### src/rtl/dsg_pkg.sv
`timescale 1ns / 1ps
// ----------------------------------------------------------------------------
// dsg_pkg
// Shared types and constants of the DSatur graph colouring core.
// ----------------------------------------------------------------------------
package dsg_pkg;

   localparam int unsigned NodeWidth  = 6;
   localparam int unsigned CountWidth = 7;

   typedef enum logic {
      OP_ADD_EDGE = 1'b0,
      OP_RUN      = 1'b1
   } op_type;

   typedef enum logic [3:0] {
      ST_IDLE,
      ST_CLEAR,
      ST_INIT,
      ST_INIT_WAIT,
      ST_SCAN,
      ST_SCAN_WAIT,
      ST_PICK,
      ST_UPDATE,
      ST_UPDATE_WAIT,
      ST_EMIT
   } state_type;

   typedef struct packed {
      logic edge_wr;
      logic clr_start;
      logic idx_reset;
      logic idx_step;
      logic init_rd;
      logic init_wr;
      logic scan_cmp;
      logic pick_rd;
      logic pick_set;
      logic upd_wr;
      logic best_clear;
   } cmd_type;

   typedef struct packed {
      logic idx_done;
      logic clr_busy;
      logic round_last;
   } status_type;

endpackage

### src/rtl/dsg_ctrl.sv
`timescale 1ns / 1ps
// ----------------------------------------------------------------------------
// dsg_ctrl
// Sequencer for edge loads, the colouring rounds and the clearing sweep.
// ----------------------------------------------------------------------------
module dsg_ctrl (
   input  logic                 clock,
   input  logic                 reset,
   input  logic                 req_valid,
   output logic                 req_stall,
   input  logic                 req_operation,
   output logic                 rsp_valid,
   input  logic                 rsp_stall,
   output logic                 rsp_last,
   output dsg_pkg::cmd_type     cmd,
   input  dsg_pkg::status_type  status
);

   dsg_pkg::state_type state_ff, state_in;
   logic req_take;

   always_ff @(posedge clock) begin
      if (reset) begin
         state_ff <= dsg_pkg::ST_CLEAR;
      end else begin
         state_ff <= state_in;
      end
   end

   assign req_take = req_valid && !req_stall;

   always_comb begin
      state_in  = state_ff;
      cmd       = '0;
      req_stall = 1'b1;
      rsp_valid = 1'b0;
      rsp_last  = 1'b0;
      unique case (state_ff)
         dsg_pkg::ST_IDLE: begin
            req_stall = 1'b0;
            if (req_take) begin
               if (req_operation == dsg_pkg::OP_RUN) begin
                  cmd.idx_reset = 1'b1;
                  state_in = dsg_pkg::ST_INIT;
               end else begin
                  cmd.edge_wr = 1'b1;
               end
            end
         end
         dsg_pkg::ST_CLEAR: begin
            if (!status.clr_busy) begin
               state_in = dsg_pkg::ST_IDLE;
            end
         end
         dsg_pkg::ST_INIT: begin
            cmd.init_rd = 1'b1;
            if (status.idx_done) begin
               cmd.idx_reset  = 1'b1;
               cmd.best_clear = 1'b1;
               state_in = dsg_pkg::ST_SCAN;
            end else begin
               state_in = dsg_pkg::ST_INIT_WAIT;
            end
         end
         dsg_pkg::ST_INIT_WAIT: begin
            cmd.init_wr  = 1'b1;
            cmd.idx_step = 1'b1;
            state_in = dsg_pkg::ST_INIT;
         end
         dsg_pkg::ST_SCAN: begin
            if (status.idx_done) begin
               cmd.pick_rd = 1'b1;
               state_in = dsg_pkg::ST_PICK;
            end else begin
               cmd.idx_step = 1'b1;
               state_in = dsg_pkg::ST_SCAN_WAIT;
            end
         end
         dsg_pkg::ST_SCAN_WAIT: begin
            cmd.scan_cmp = 1'b1;
            state_in = dsg_pkg::ST_SCAN;
         end
         dsg_pkg::ST_PICK: begin
            cmd.pick_set  = 1'b1;
            cmd.idx_reset = 1'b1;
            state_in = dsg_pkg::ST_UPDATE;
         end
         dsg_pkg::ST_UPDATE: begin
            if (status.idx_done) begin
               state_in = dsg_pkg::ST_EMIT;
            end else begin
               cmd.idx_step = 1'b1;
               state_in = dsg_pkg::ST_UPDATE_WAIT;
            end
         end
         dsg_pkg::ST_UPDATE_WAIT: begin
            cmd.upd_wr = 1'b1;
            state_in = dsg_pkg::ST_UPDATE;
         end
         dsg_pkg::ST_EMIT: begin
            rsp_valid = 1'b1;
            rsp_last  = status.round_last;
            if (!rsp_stall) begin
               cmd.idx_reset  = 1'b1;
               cmd.best_clear = 1'b1;
               if (status.round_last) begin
                  cmd.clr_start = 1'b1;
                  state_in = dsg_pkg::ST_CLEAR;
               end else begin
                  state_in = dsg_pkg::ST_SCAN;
               end
            end
         end
         default: state_in = dsg_pkg::ST_IDLE;
      endcase
   end

endmodule

### config.mk
export PLATFORM = sky130hd
export DESIGN_NAME = dsg_ctrl
export DESIGN_NICKNAME = d
export VERILOG_FILES = /design/src/rtl/dsg_pkg.sv /design/src/rtl/dsg_ctrl.sv
export SDC_FILE = /design/constraint.sdc
export NUM_CORES = 1
export LEC_CHECK = 0
export BUFFER_PORTS_ARGS = -buffer_cell sky130_fd_sc_hd__buf_2
export CAP_MARGIN = 0
export CORE_MARGIN = 2
export CORE_UTILIZATION = 34
export CTS_CLUSTER_SIZE = 24
export DETAILED_ROUTE_END_ITERATION = 8
export PLACE_DENSITY = 0.7
export SLEW_MARGIN = 20
export SYNTH_ARGS = -nofsm -noshare
export SYNTH_HDL_FRONTEND = slang
export SYNTH_SLANG_ARGS = --single-unit
### constraint.sdc
create_clock -name clock -period 1.26 [get_ports clock]
set_clock_uncertainty 0.1 [all_clocks]
set_input_delay 0 -clock clock [delete_from_list [all_inputs] [get_ports clock]]
set_output_delay 0 -clock clock [all_outputs]
set_load 0.01 [all_outputs]
**Word-level counts from Yosys, hierarchy flattened**

Cells that the tools add are included.

- Eq/ne operators: 13
- Reductions and logical operators: 5
- Muxes and demuxes: 32

Operators with widths:

| operator | count |
|---|---|
| case mux 4 bit (9 select lines) | 1 |
| 2-to-1 mux 1 bit | 20 |
| == test 4 x 3 -> 1 bit (second input constant) | 4 |
| 2-to-1 mux 4 bit | 4 |
| == test 4 x 2 -> 1 bit (second input constant) | 2 |
| == test 4 bit (second input constant) | 2 |
| inequality test 2 bit (second input constant) | 4 |
| 2-to-1 mux 3 bit | 2 |
| == test 4 x 1 -> 1 bit (second input constant) | 1 |
| logical NOT 4 bit | 1 |
| 2-to-1 mux 2 bit | 2 |
| case mux 1 bit (2 select lines) | 2 |
| case mux 1 bit (4 select lines) | 1 |
| AND reduction 4 bit | 1 |
| OR reduction 2 bit | 2 |
| logical AND 1 bit | 1 |

- Output and inout bits: 14
- Input bits: 8
- Register bits after elaboration: 4

**Longest topological paths before layout**

Gate-level depths: netlist of run 1.

- Depth in word-level cells: 4
- Gate-level depth with buffers: 5
- Depth with buffers taken out: 4

**Worst setup path before layout of run 1**

No wires, ideal clock.

- Path kind: reg-to-output
- Start: register state_ff[3]
- End: output port cmd[10] in the netlist's numbering
- Arrival: 1070 ps
- Setup slack: 90 ps
- Stages on the path, launching flop included: 5
- Path through: dfxtp_1 -> buf_6 -> nor2_1 -> nand2_1 -> nor3b_1

RTL lines:

| element | line | RTL |
|---|---|---|
| start, declared | dsg_ctrl.sv:19 | `dsg_pkg::state_type state_ff, state_in;` |
| start signal, assigned | dsg_ctrl.sv:24 | `state_ff <= dsg_pkg::ST_CLEAR;` |
| start signal, assigned | dsg_ctrl.sv:26 | `state_ff <= state_in;` |
| end, declared | dsg_ctrl.sv:15 | `output dsg_pkg::cmd_type cmd,` |

==> metrics.md, run 1 <==
| Metric | Value |
|---|---|
| Status | `finished, violations left` |
| Failing checks | `negative setup slack` |
| GRT Resource Usage Total | `17.8%` |
| Inst Count DP | `106` |
| Count leader, synth | `nor2_1` |
| Post-DP HPWL | `955 µm` |
| Initial antenna violation count | `0` |
| Slew at the pin with the worst max-slew slack | `257 ps` |
| Crit start category | `flip-flop` |
| Die Area | `1720 µm²` |
| Met3 WL post-DR | `57 µm` |
| First-pass GRT wire length | `2.55 mm` |
| Via Count | `625` |
| PortBufs | `21` |
| CTS buffer count | `3` |
| Clk_lat worst skew | `230 ps` |
| Max FFs per register | `4` |
| Final nets | `113` |
| Metal2 WL | `810 µm` |
| Top_reg_cell synth | `dfxtp_1` |
| M1 WL | `623 µm` |
| Unrepaired setup endpoints after global routing | `true` |
| ANT nets after route | `0` |
| CTS tree | `built` |
| CP arrival | `1290 ps` |
| Worst Setup End Kind | `output port` |
| Crit path max fanout | `8` |
| Setup WS pre-CTS | `14.4 ps` |
| Largest registers | `state_ff x4` |
| Die Y | `41.4 µm` |
| Clock sinks | `4` |
| N_diodes | `0` |
| Vias per cell | `5.30` |
| Final Hold Viols | `0` |
| Overflow left after global routing | `0` |
| Final TNS setup | `-623 ps` |
| Max-cap check violation count | `0` |
| Starting Density | `36.6%` |
| PD cells | `447 nW/µm²` |
| Total power | `0.000384 W` |
| Final Cycle Share | `110%` |
| Residual DRC | `0` |
| Register area share after synthesis | `16.8%` |
| Post-detailed-route wirelength per cell | `12.7 µm` |
| Number of H-tree levels | `1` |
| Final Max Tran Viols | `0` |
| Mean Syn Cell Area | `7.45 µm²` |
| GP Congestion | `0.880` |
| Hold Crit Class | `input pin to flip-flop` |
| Clk pin slew, worst setup/hold paths | `30 ps` |
| WP data required | `1160 ps` |
| Max VDD drop | `0.347 mV` |
| Clock buffer depth | `2` |
| Pleak | `0.401 nW` |
| Largest area contributor in the netlist | `dfxtp_1` |
| Syn nets | `72` |
| Share of cells above drive strength 1 | `63.1%` |
| Top reg by flops | `state_ff` |
| Final worst-path setup slack | `-126 ps` |
| Initial DRC Count | `3` |
| Core Rows | `13` |
| Post-synth EDFFs | `0` |
| Total Routed Length | `1.50 mm` |
| Non-filler cells, final | `118` |
| Largest net degree at the start of global routing | `10` |
| Synth top cells by count | `9 x nor2_1, 5 x nand2_1, 5 x nand3_1` |
| Tmin final | `1390 ps` |
| Top cell type's share of synthesized area | `16.8%` |
| YS warnings | `0` |
| Vias in the first global route | `594` |
| Ports | `22` |
| Synth area leaders | `dfxtp_1 17%, nor2_1 7.1%, nand3_1 5.2%, buf_4 4.7%, buf_6 4.7%` |
| Synthesized cell area | `477 µm²` |
| Critical path type | `flip-flop to output port` |
| Root Driver | `clkbuf_4` |
| Post-synth cell types | `32` |
| Post-synth ARST share | `0%` |
| Core region area | `1300 µm²` |
| FMAX | `722 MHz` |
| Area grow syn2layout | `80.6%` |
| Cells after Synth | `64` |
| Final setup fails | `13` |
| Die Wd | `41.4 µm` |
| Uppermost layer routed | `met4` |
| Slew HR | `82.8%` |
| Number of synthesized register bits | `4` |
| Drt first pass iters | `4` |
## cell usage in the layout (no fill, tap or decap), types with 2 or more instances in the layout
| master | instances |
|---|---|
| buf_2 | 20 |
| buf_4 | 12 |
| buf_6 | 7 |
| nor2_1 | 6 |
| nand2_1 | 5 |
| nand3_1 | 4 |
| nor3_2 | 3 |
| a31oi_1 | 3 |
| clkbuf_4 | 3 |
| dlygate4sd3_1 | 3 |
| dfxtp_4 | 3 |
| nor2_4 | 2 |
| nor3_1 | 2 |
| nor4b_4 | 2 |
| nand3_2 | 2 |
| a21oi_2 | 2 |
| o21ai_1 | 2 |
| a21oi_1 | 2 |
## metrics by stage
stage | util [%] | hold slack (ps) | instance area, µm²
2_1_floorplan | - | -50.5 | 477
3_3_place_gp | 49.2 | 124 | 641
3_5_place_dp | 49.2 | 124 | 641
4_1_cts | 60.6 | 54.3 | 788
5_1_grt | 66.2 | 156 | 861
6_report | 66.2 | 88.2 | 861
## cell families (layout without fill, tap and decap cells)
group                  after synthesis  after routing  synth area share, %
multiplexers                         1              1                 2.10
flip-flops                           4              4                 16.8
AO/OA/AOI/OAI                       15             15                 23.4
buffers and inverters                7             46                 11.3
AND/OR/NAND/NOR                     37             37                 46.5
## worst paths after layout
path,cells after the start,slack [ps],from,end
worst max-delay path,4,-130,state_ff[2]$_SDFFE_PP0P_,cmd[9]
worst min-delay path,3,90,rsp_stall,state_ff[3]$_SDFFE_PP0P_
worst max register to register,6,-40,state_ff[2]$_SDFFE_PP0P_,state_ff[1]$_SDFFE_PP0P_
worst min register to register,3,600,state_ff[3]$_SDFFE_PP0P_,state_ff[3]$_SDFFE_PP0P_
## repair_timing
action / in CTS / in global routing
hold buffers: 3 / 0
buffers inserted: 6 / 0
cloned: 0 / 0
setup endpoints to repair: 13 / 18
endpoints found under the hold margin: 4 / 0
resized for setup: 16 / 14
pin swaps: 8 / 11
## worst max-delay path: stages, from the launching register on
cell	delay, ps
dfxtp_4	370
and4bb_4	340
and2_4	130
and2b_1	110
buf_2	120
## layer usage
metal  track usage [%]  vias up
met4              7.74        0
met1              22.4      293
met3              1.30        2
li1                  -      313
met2              30.9       17
met5                 0        -
## layout make-up
| class | count | area (µm²) |
|---|---|---|
| Timing Repair Buffer | 42 | 299 |
| Clock buffer | 3 | 22.5 |
| Multi-Input combinational cell | 53 | 424 |
| Fill cell | 120 | 440 |
| Inverter | 1 | 3.75 |
| Sequential cell | 4 | 92.6 |
| Tap cell | 15 | 18.8 |
## power breakdown
part | switching, W | total, W | leakage [nW] | internal (W)
sequential | 0.00000582 | 0.000132 | 0.0349 | 0.000126
clock | 0.0000429 | 0.000149 | 0.0138 | 0.000106
combinational | 0.0000536 | 0.000104 | 0.352 | 0.0000501
total | 0.000102 | 0.000384 | 0.401 | 0.000282
(Power assumes the default switching activity.)
==> run 2, diff against run 1 <==
--- a/config.mk
+++ b/config.mk
@@ -7,7 +7,7 @@
 export LEC_CHECK = 0
 export BUFFER_PORTS_ARGS = -buffer_cell sky130_fd_sc_hd__buf_2
 export CAP_MARGIN = 0
-export CORE_MARGIN = 2
+export CORE_MARGIN = 1
 export CORE_UTILIZATION = 34
 export CTS_CLUSTER_SIZE = 24
 export DETAILED_ROUTE_END_ITERATION = 8
==> constraint.sdc (replaced) <==
create_clock -name clock -period 1.26 [get_ports clock]
set_clock_uncertainty 0.1 [all_clocks]
set_input_delay 0 -clock clock [delete_from_list [all_inputs] [get_ports clock]]
set_output_delay 0 -clock clock [all_outputs]
set_load 0.005 [all_outputs]
==> metrics.md, run 2 (synthesis gave the netlist of run 1 again) <==
| Metric | Value |
|---|---|
| Final setup fails | `11` |
| CTS tree | `built` |
| Starting Density | `36.6%` |
| Tmin final | `1370 ps` |
| Final Cycle Share | `108%` |
| Ports | `22` |
| Clock sinks | `4` |
| Largest registers | `state_ff x4` |
| Initial DRC Count | `14` |
| Largest net degree at the start of global routing | `10` |
| Worst Setup End Kind | `output port` |
| Area grow syn2layout | `79.8%` |
| PortBufs | `21` |
| Area of placed instances | `618 µm²` |
| Final Max Tran Viols | `0` |
| Unrepaired setup endpoints after global routing | `true` |
| Share of cells above drive strength 1 | `63.5%` |
| Vias in the first global route | `582` |
| Crit path cell chain | `and4bb_4 > and2_4 > and2b_1 > buf_2` |
| Top cell family by delay on the critical path | `simple AND/OR/NAND/NOR gates` |
| Post-detailed-route wirelength per cell | `14.0 µm` |
| Commonest non-fill, non-tap cell in the layout | `buf_2` |
| Slew HR | `81.9%` |
| Status | `finished, violations left` |
| Hold Crit Class | `input pin to flip-flop` |
| Clock buffer depth | `2` |
| ANT nets after route | `0` |
| GP Congestion | `0.844` |
| Commonest non-fill, non-tap cells in the layout | `20 x buf_2, 14 x buf_4, 7 x nor2_1` |
| Pleak | `0.398 nW` |
| Vias per cell | `5.36` |
| Buf/Inv on CP | `1` |
| Total Routed Length | `1.67 mm` |
| Max VDD drop | `0.424 mV` |
| Max-cap check violation count | `0` |
| Residual DRC | `0` |
| Failing checks | `negative setup slack` |
| Via Count | `638` |
| Clk pin slew, worst setup/hold paths | `30 ps` |
| Initial antenna violation count | `0` |
| Final Util | `65.9%` |
| Die Wd | `39.4 µm` |
| PD cells | `461 nW/µm²` |
| Crit start category | `flip-flop` |
| Final nets | `114` |
| First-pass GRT wire length | `2.39 mm` |
| CP max stage cell | `dfxtp_4` |
| Max FFs per register | `4` |
| Final Hold Viols | `0` |
| Number of H-tree levels | `1` |
| Overflow left after global routing | `0` |
| GRT Resource Usage Total | `23.1%` |
| Die Y | `39.4 µm` |
| CTS buffer count | `3` |
| Critical path type | `flip-flop to output port` |
| Core region area | `1300 µm²` |
| Crit path max fanout | `7` |
| WHS | `67.5 ps` |
| Slew at the pin with the worst max-slew slack | `270 ps` |
| FMAX | `732 MHz` |
| Die Area | `1560 µm²` |
| Top reg by flops | `state_ff` |
| Post-DP HPWL | `916 µm` |
| Final worst-path setup slack | `-107 ps` |
| N_diodes | `0` |
| Core Rows | `13` |
| Design area | `857 µm²` |
| WP data required | `1160 ps` |
| Root Driver | `clkbuf_4` |
| Drt first pass iters | `4` |
| Clk_lat worst skew | `230 ps` |
| Slowest stage delay, CP | `360 ps` |
| CP arrival | `1270 ps` |
## run 2: cell count changes in the layout (fill, tap and decap cells not counted), sizes merged
cell    change
clkbuf      +1
## run 2: final cells by class
class                           count  area [µm²]
Clock buffer                        3        22.5
Fill cell                         111         444
Inverter                            1        3.75
Multi-Input combinational cell     53         418
Sequential cell                     4        95.1
Tap cell                           15        18.8
Timing Repair Buffer               43         299
## run 2: layer usage
layer / global-route usage, % / part of all wire (%) / vias up / routed length (µm)
li1: - / - / 314 / -
met1: 25.2 / 41 / 300 / 681
met2: 40.2 / 55 / 22 / 920
met3: 4.55 / 3.6 / 2 / 60
met4: 13.8 / 0.42 / 0 / 7
met5: 0 / 0 / - / 0
## run 2: tightest hold or removal path: stages
cell     delay, ps
buf_2          120
a31oi_1        110
nor3_1         110
## run 2: path summary, 6_finish.rpt
path	from	slack [ps]	cells after the start	to
max	state_ff[1]$_SDFFE_PP0P_	-110	4	cmd[9]
min	rsp_stall	70	3	state_ff[3]$_SDFFE_PP0P_
max reg2reg	state_ff[1]$_SDFFE_PP0P_	-10	5	state_ff[1]$_SDFFE_PP0P_
min reg2reg	state_ff[3]$_SDFFE_PP0P_	510	3	state_ff[2]$_SDFFE_PP0P_
## run 2: timing repair
item	4_1_cts	5_1_grt
pin swaps	5	3
resized for setup	19	11
hold buffers	3	0
endpoints found under the hold margin	4	0
setup buffers	8	2
setup endpoints to repair	17	15
## run 2: per-stage QoR
| stage | TNS (ps) | setup WS (ps) | power [W] | cells |
|---|---|---|---|---|
| global route | -1570 | -187 | 0.000429 | 119 |
| CTS | -397 | -95.5 | 0.000389 | 117 |
| detailed placement | -146 | -56.4 | 0.000211 | 103 |
| floorplan | 0 | 155 | 0.000177 | 64 |
| finish | -576 | -107 | 0.000395 | 119 |
| global placement | -57.7 | -40.8 | 0.000210 | 103 |
## run 2: where the power goes
group,internal [W],total (W),leakage [nW],switching (W)
clock network,0.000106,0.000156,0.0138,0.0000499
logic,0.0000554,0.000108,0.349,0.0000528
registers,0.000124,0.000131,0.0352,0.00000720
==> run 3, diff against run 2 <==
--- a/config.mk
+++ b/config.mk
@@ -5,13 +5,14 @@
 export SDC_FILE = /design/constraint.sdc
 export NUM_CORES = 1
 export LEC_CHECK = 0
+export ABC_AREA = 1
 export BUFFER_PORTS_ARGS = -buffer_cell sky130_fd_sc_hd__buf_2
 export CAP_MARGIN = 0
-export CORE_MARGIN = 1
-export CORE_UTILIZATION = 34
+export CORE_AREA = 2 2 39 41
 export CTS_CLUSTER_SIZE = 24
 export DETAILED_ROUTE_END_ITERATION = 8
-export PLACE_DENSITY = 0.7
+export DIE_AREA = 0 0 41 43
+export PLACE_DENSITY = 0.67
 export SLEW_MARGIN = 20
 export SYNTH_ARGS = -nofsm -noshare
 export SYNTH_HDL_FRONTEND = slang
==> metrics.md, run 3 <==
| Metric | Value |
|---|---|
| Mean Syn Cell Area | `5.26 µm²` |
| Psw | `0.000199 W` |
| PD cells | `641 nW/µm²` |
| Final setup fails | `12` |
| Clock buffer depth | `2` |
| Pleak | `0.481 nW` |
| Commonest non-fill, non-tap cell in the layout | `buf_2` |
| Die Wd | `41 µm` |
| Final nets | `128` |
| Core region area | `1380 µm²` |
| CP max stage cell | `dfxtp_4` |
| Residual DRC | `0` |
| Final Cycle Share | `110%` |
| Buf/Inv on CP | `2` |
| Hold Crit Class | `input pin to flip-flop` |
| Multi-input logic area | `355 µm²` |
| Internal power | `0.000337 W` |
| GRT Resource Usage Total | `16.3%` |
| Sequential share of power | `29.1%` |
| Largest area contributor in the netlist | `dfxtp_1` |
| Crit path max fanout | `5` |
| Tmin final | `1390 ps` |
| Top cell type's share of synthesized area | `19.8%` |
| Ports | `22` |
| Post-synth ARST share | `0%` |
| Crit start category | `flip-flop` |
| Max-cap check violation count | `0` |
| Vias per cell | `4.78` |
| Top cell family by delay on the critical path | `simple AND/OR/NAND/NOR gates` |
| Synth area leaders | `dfxtp_1 20%, nand2_1 18%, inv_1 14%, nand3_1 14%, nor2_2 11%` |
| Slew HR | `87.0%` |
| Slowest stage delay, CP | `390 ps` |
| Clock sinks | `4` |
| First-pass GRT wire length | `2.01 mm` |
| Max FFs per register | `4` |
| Via Count | `640` |
| Drt first pass iters | `4` |
| N_diodes | `0` |
| Clock power frac | `29.9%` |
| Number of H-tree levels | `1` |
| WP data required | `1160 ps` |
| Share of cells above drive strength 1 | `61.9%` |
| Overflow left after global routing | `0` |
| ANT nets after route | `0` |
| Initial DRC Count | `16` |
| Failing checks | `negative setup slack` |
| Top reg by flops | `state_ff` |
| Synthesized cell area | `405 µm²` |
| Post-DP HPWL | `899 µm` |
| Count leader, synth | `nand2_1` |
| Area of placed instances | `553 µm²` |
| Worst Setup End Kind | `output port` |
| Slew at the pin with the worst max-slew slack | `194 ps` |
| Die Y | `43 µm` |
| Setup WS pre-CTS | `-62.6 ps` |
| Final Hold Viols | `0` |
| Core Rows | `14` |
| Clk pin slew, worst setup/hold paths | `40 ps` |
| Register area | `95.1 µm²` |
| Starting Density | `29.3%` |
| Area grow syn2layout | `106%` |
| Switching Share | `37.2%` |
| Cells after Synth | `77` |
| Status | `finished, violations left` |
| FMAX | `720 MHz` |
| GP Congestion | `0.886` |
| Total power | `0.000536 W` |
| Commonest non-fill, non-tap cells in the layout | `19 x buf_2, 16 x nand2_1, 11 x inv_1, 11 x buf_4` |
| Unrepaired setup endpoints after global routing | `true` |
| Clk_lat worst skew | `230 ps` |
| Filler Cells Inserted | `127` |
| Combinational share of power | `41.0%` |
| Post-detailed-route wirelength per cell | `11.5 µm` |
| Largest registers | `state_ff x4` |
| PortBufs | `21` |
| Total Routed Length | `1.54 mm` |
| Final Max Tran Viols | `0` |
| Post-synth EDFFs | `0` |
| CP arrival | `1290 ps` |
| Critical path type | `flip-flop to output port` |
| Non-filler cells, final | `134` |
| Vias in the first global route | `526` |
| Top_reg_cell synth | `dfxtp_1` |
| Max VDD drop | `0.408 mV` |
| CTS buffer count | `3` |
| Largest net degree at the start of global routing | `8` |
| Root Driver | `clkbuf_4` |
| Post-synth cell types | `14` |
| Die Area | `1760 µm²` |
| Inst Count DP | `117` |
| Initial antenna violation count | `0` |
| Crit path cell chain | `inv_4 > nor2_4 > nand2_2 > or2_4 > nor2_1 > buf_2` |
| YS warnings | `0` |
| CTS tree | `built` |
| Final worst-path setup slack | `-130 ps` |
| Syn nets | `85` |
| Register area share after synthesis | `19.8%` |
| Synth top cells by count | `19 x nand2_1, 15 x inv_1, 11 x nand3_1` |
| Number of synthesized register bits | `4` |
| Design area | `836 µm²` |
-- run 3: path summary, 6_finish.rpt --
| path | start | endpoint | slack [ps] | depth (start not counted) |
|---|---|---|---|---|
| worst max-delay path | state_ff[0]$_SDFFE_PP1P_ | cmd[9] | -130 | 6 |
| worst min-delay path | rsp_stall | state_ff[3]$_SDFFE_PP0P_ | 70 | 4 |
| worst max register to register | state_ff[2]$_SDFFE_PP0P_ | state_ff[2]$_SDFFE_PP0P_ | -40 | 9 |
| worst min register to register | state_ff[0]$_SDFFE_PP1P_ | state_ff[0]$_SDFFE_PP1P_ | 460 | 2 |
-- run 3: worst register-to-register path, stage by stage, from the launching register on --
cell	delay, ps
dfxtp_4	380
inv_4	40
nor2_4	130
buf_4	140
nand2_2	60
nand2_1	90
nor2_1	50
nand2_1	70
nand2_1	80
nor2_1	90
-- run 3: through the flow --
| step | utilization, % | hold slack, ps | TNS, ps |
|---|---|---|---|
| after global routing | 60.4 | 78.4 | -1690 |
| after detailed placement | 40.0 | 108 | -149 |
| after global placement | 40.0 | 106 | -182 |
| final | 60.4 | 65.8 | -674 |
| after floorplan | - | -66.8 | 0 |
| after CTS | 49.4 | 51.5 | -648 |
-- run 3: final cells by class --
class,count,share of cell area (%)
multi-input combinational,54,42.5
timing repair buffer,38,31.9
sequential,4,11.4
inverter,19,9.13
clock buffer,3,2.69
tap,16,2.40
-- run 3: cell families after synthesis --
logic type	Yosys count	share of synthesized area, %
buffers and inverters	19	17.6
AND/OR/NAND/NOR	50	57.1
AO/OA/AOI/OAI	4	5.56
flip-flops	4	19.8
-- run 3: power by group through the flow --
stage / sequential, W / combinational (W) / clock, W
after floorplan: 0.000150 / 0.0000860 / 0
after global placement: 0.000154 / 0.000132 / 0
after detailed placement: 0.000153 / 0.000135 / 0
after CTS: 0.000152 / 0.000159 / 0.000161
after global routing: 0.000159 / 0.000236 / 0.000170
final: 0.000156 / 0.000220 / 0.000160
-- run 3: routing by layer --
metal | track usage [%] | part of all wire [%] | vias to the layer above | wire length, µm
met5 | 0 | 0 | - | 0
met1 | 20.5 | 35 | 269 | 542
met3 | 1.57 | 7.5 | 13 | 115
met4 | 4.67 | 6.8 | 0 | 105
li1 | - | - | 320 | -
met2 | 27.8 | 50 | 38 | 776
-- run 3: what timing repair did --
action                                  in CTS  in global routing
endpoints found under the hold margin        4                  0
hold buffers                                 1                  0
resized for setup                           16                 27
pin swaps                                    4                 10
endpoints found under the setup margin      12                 14
buffers inserted                             7                  7
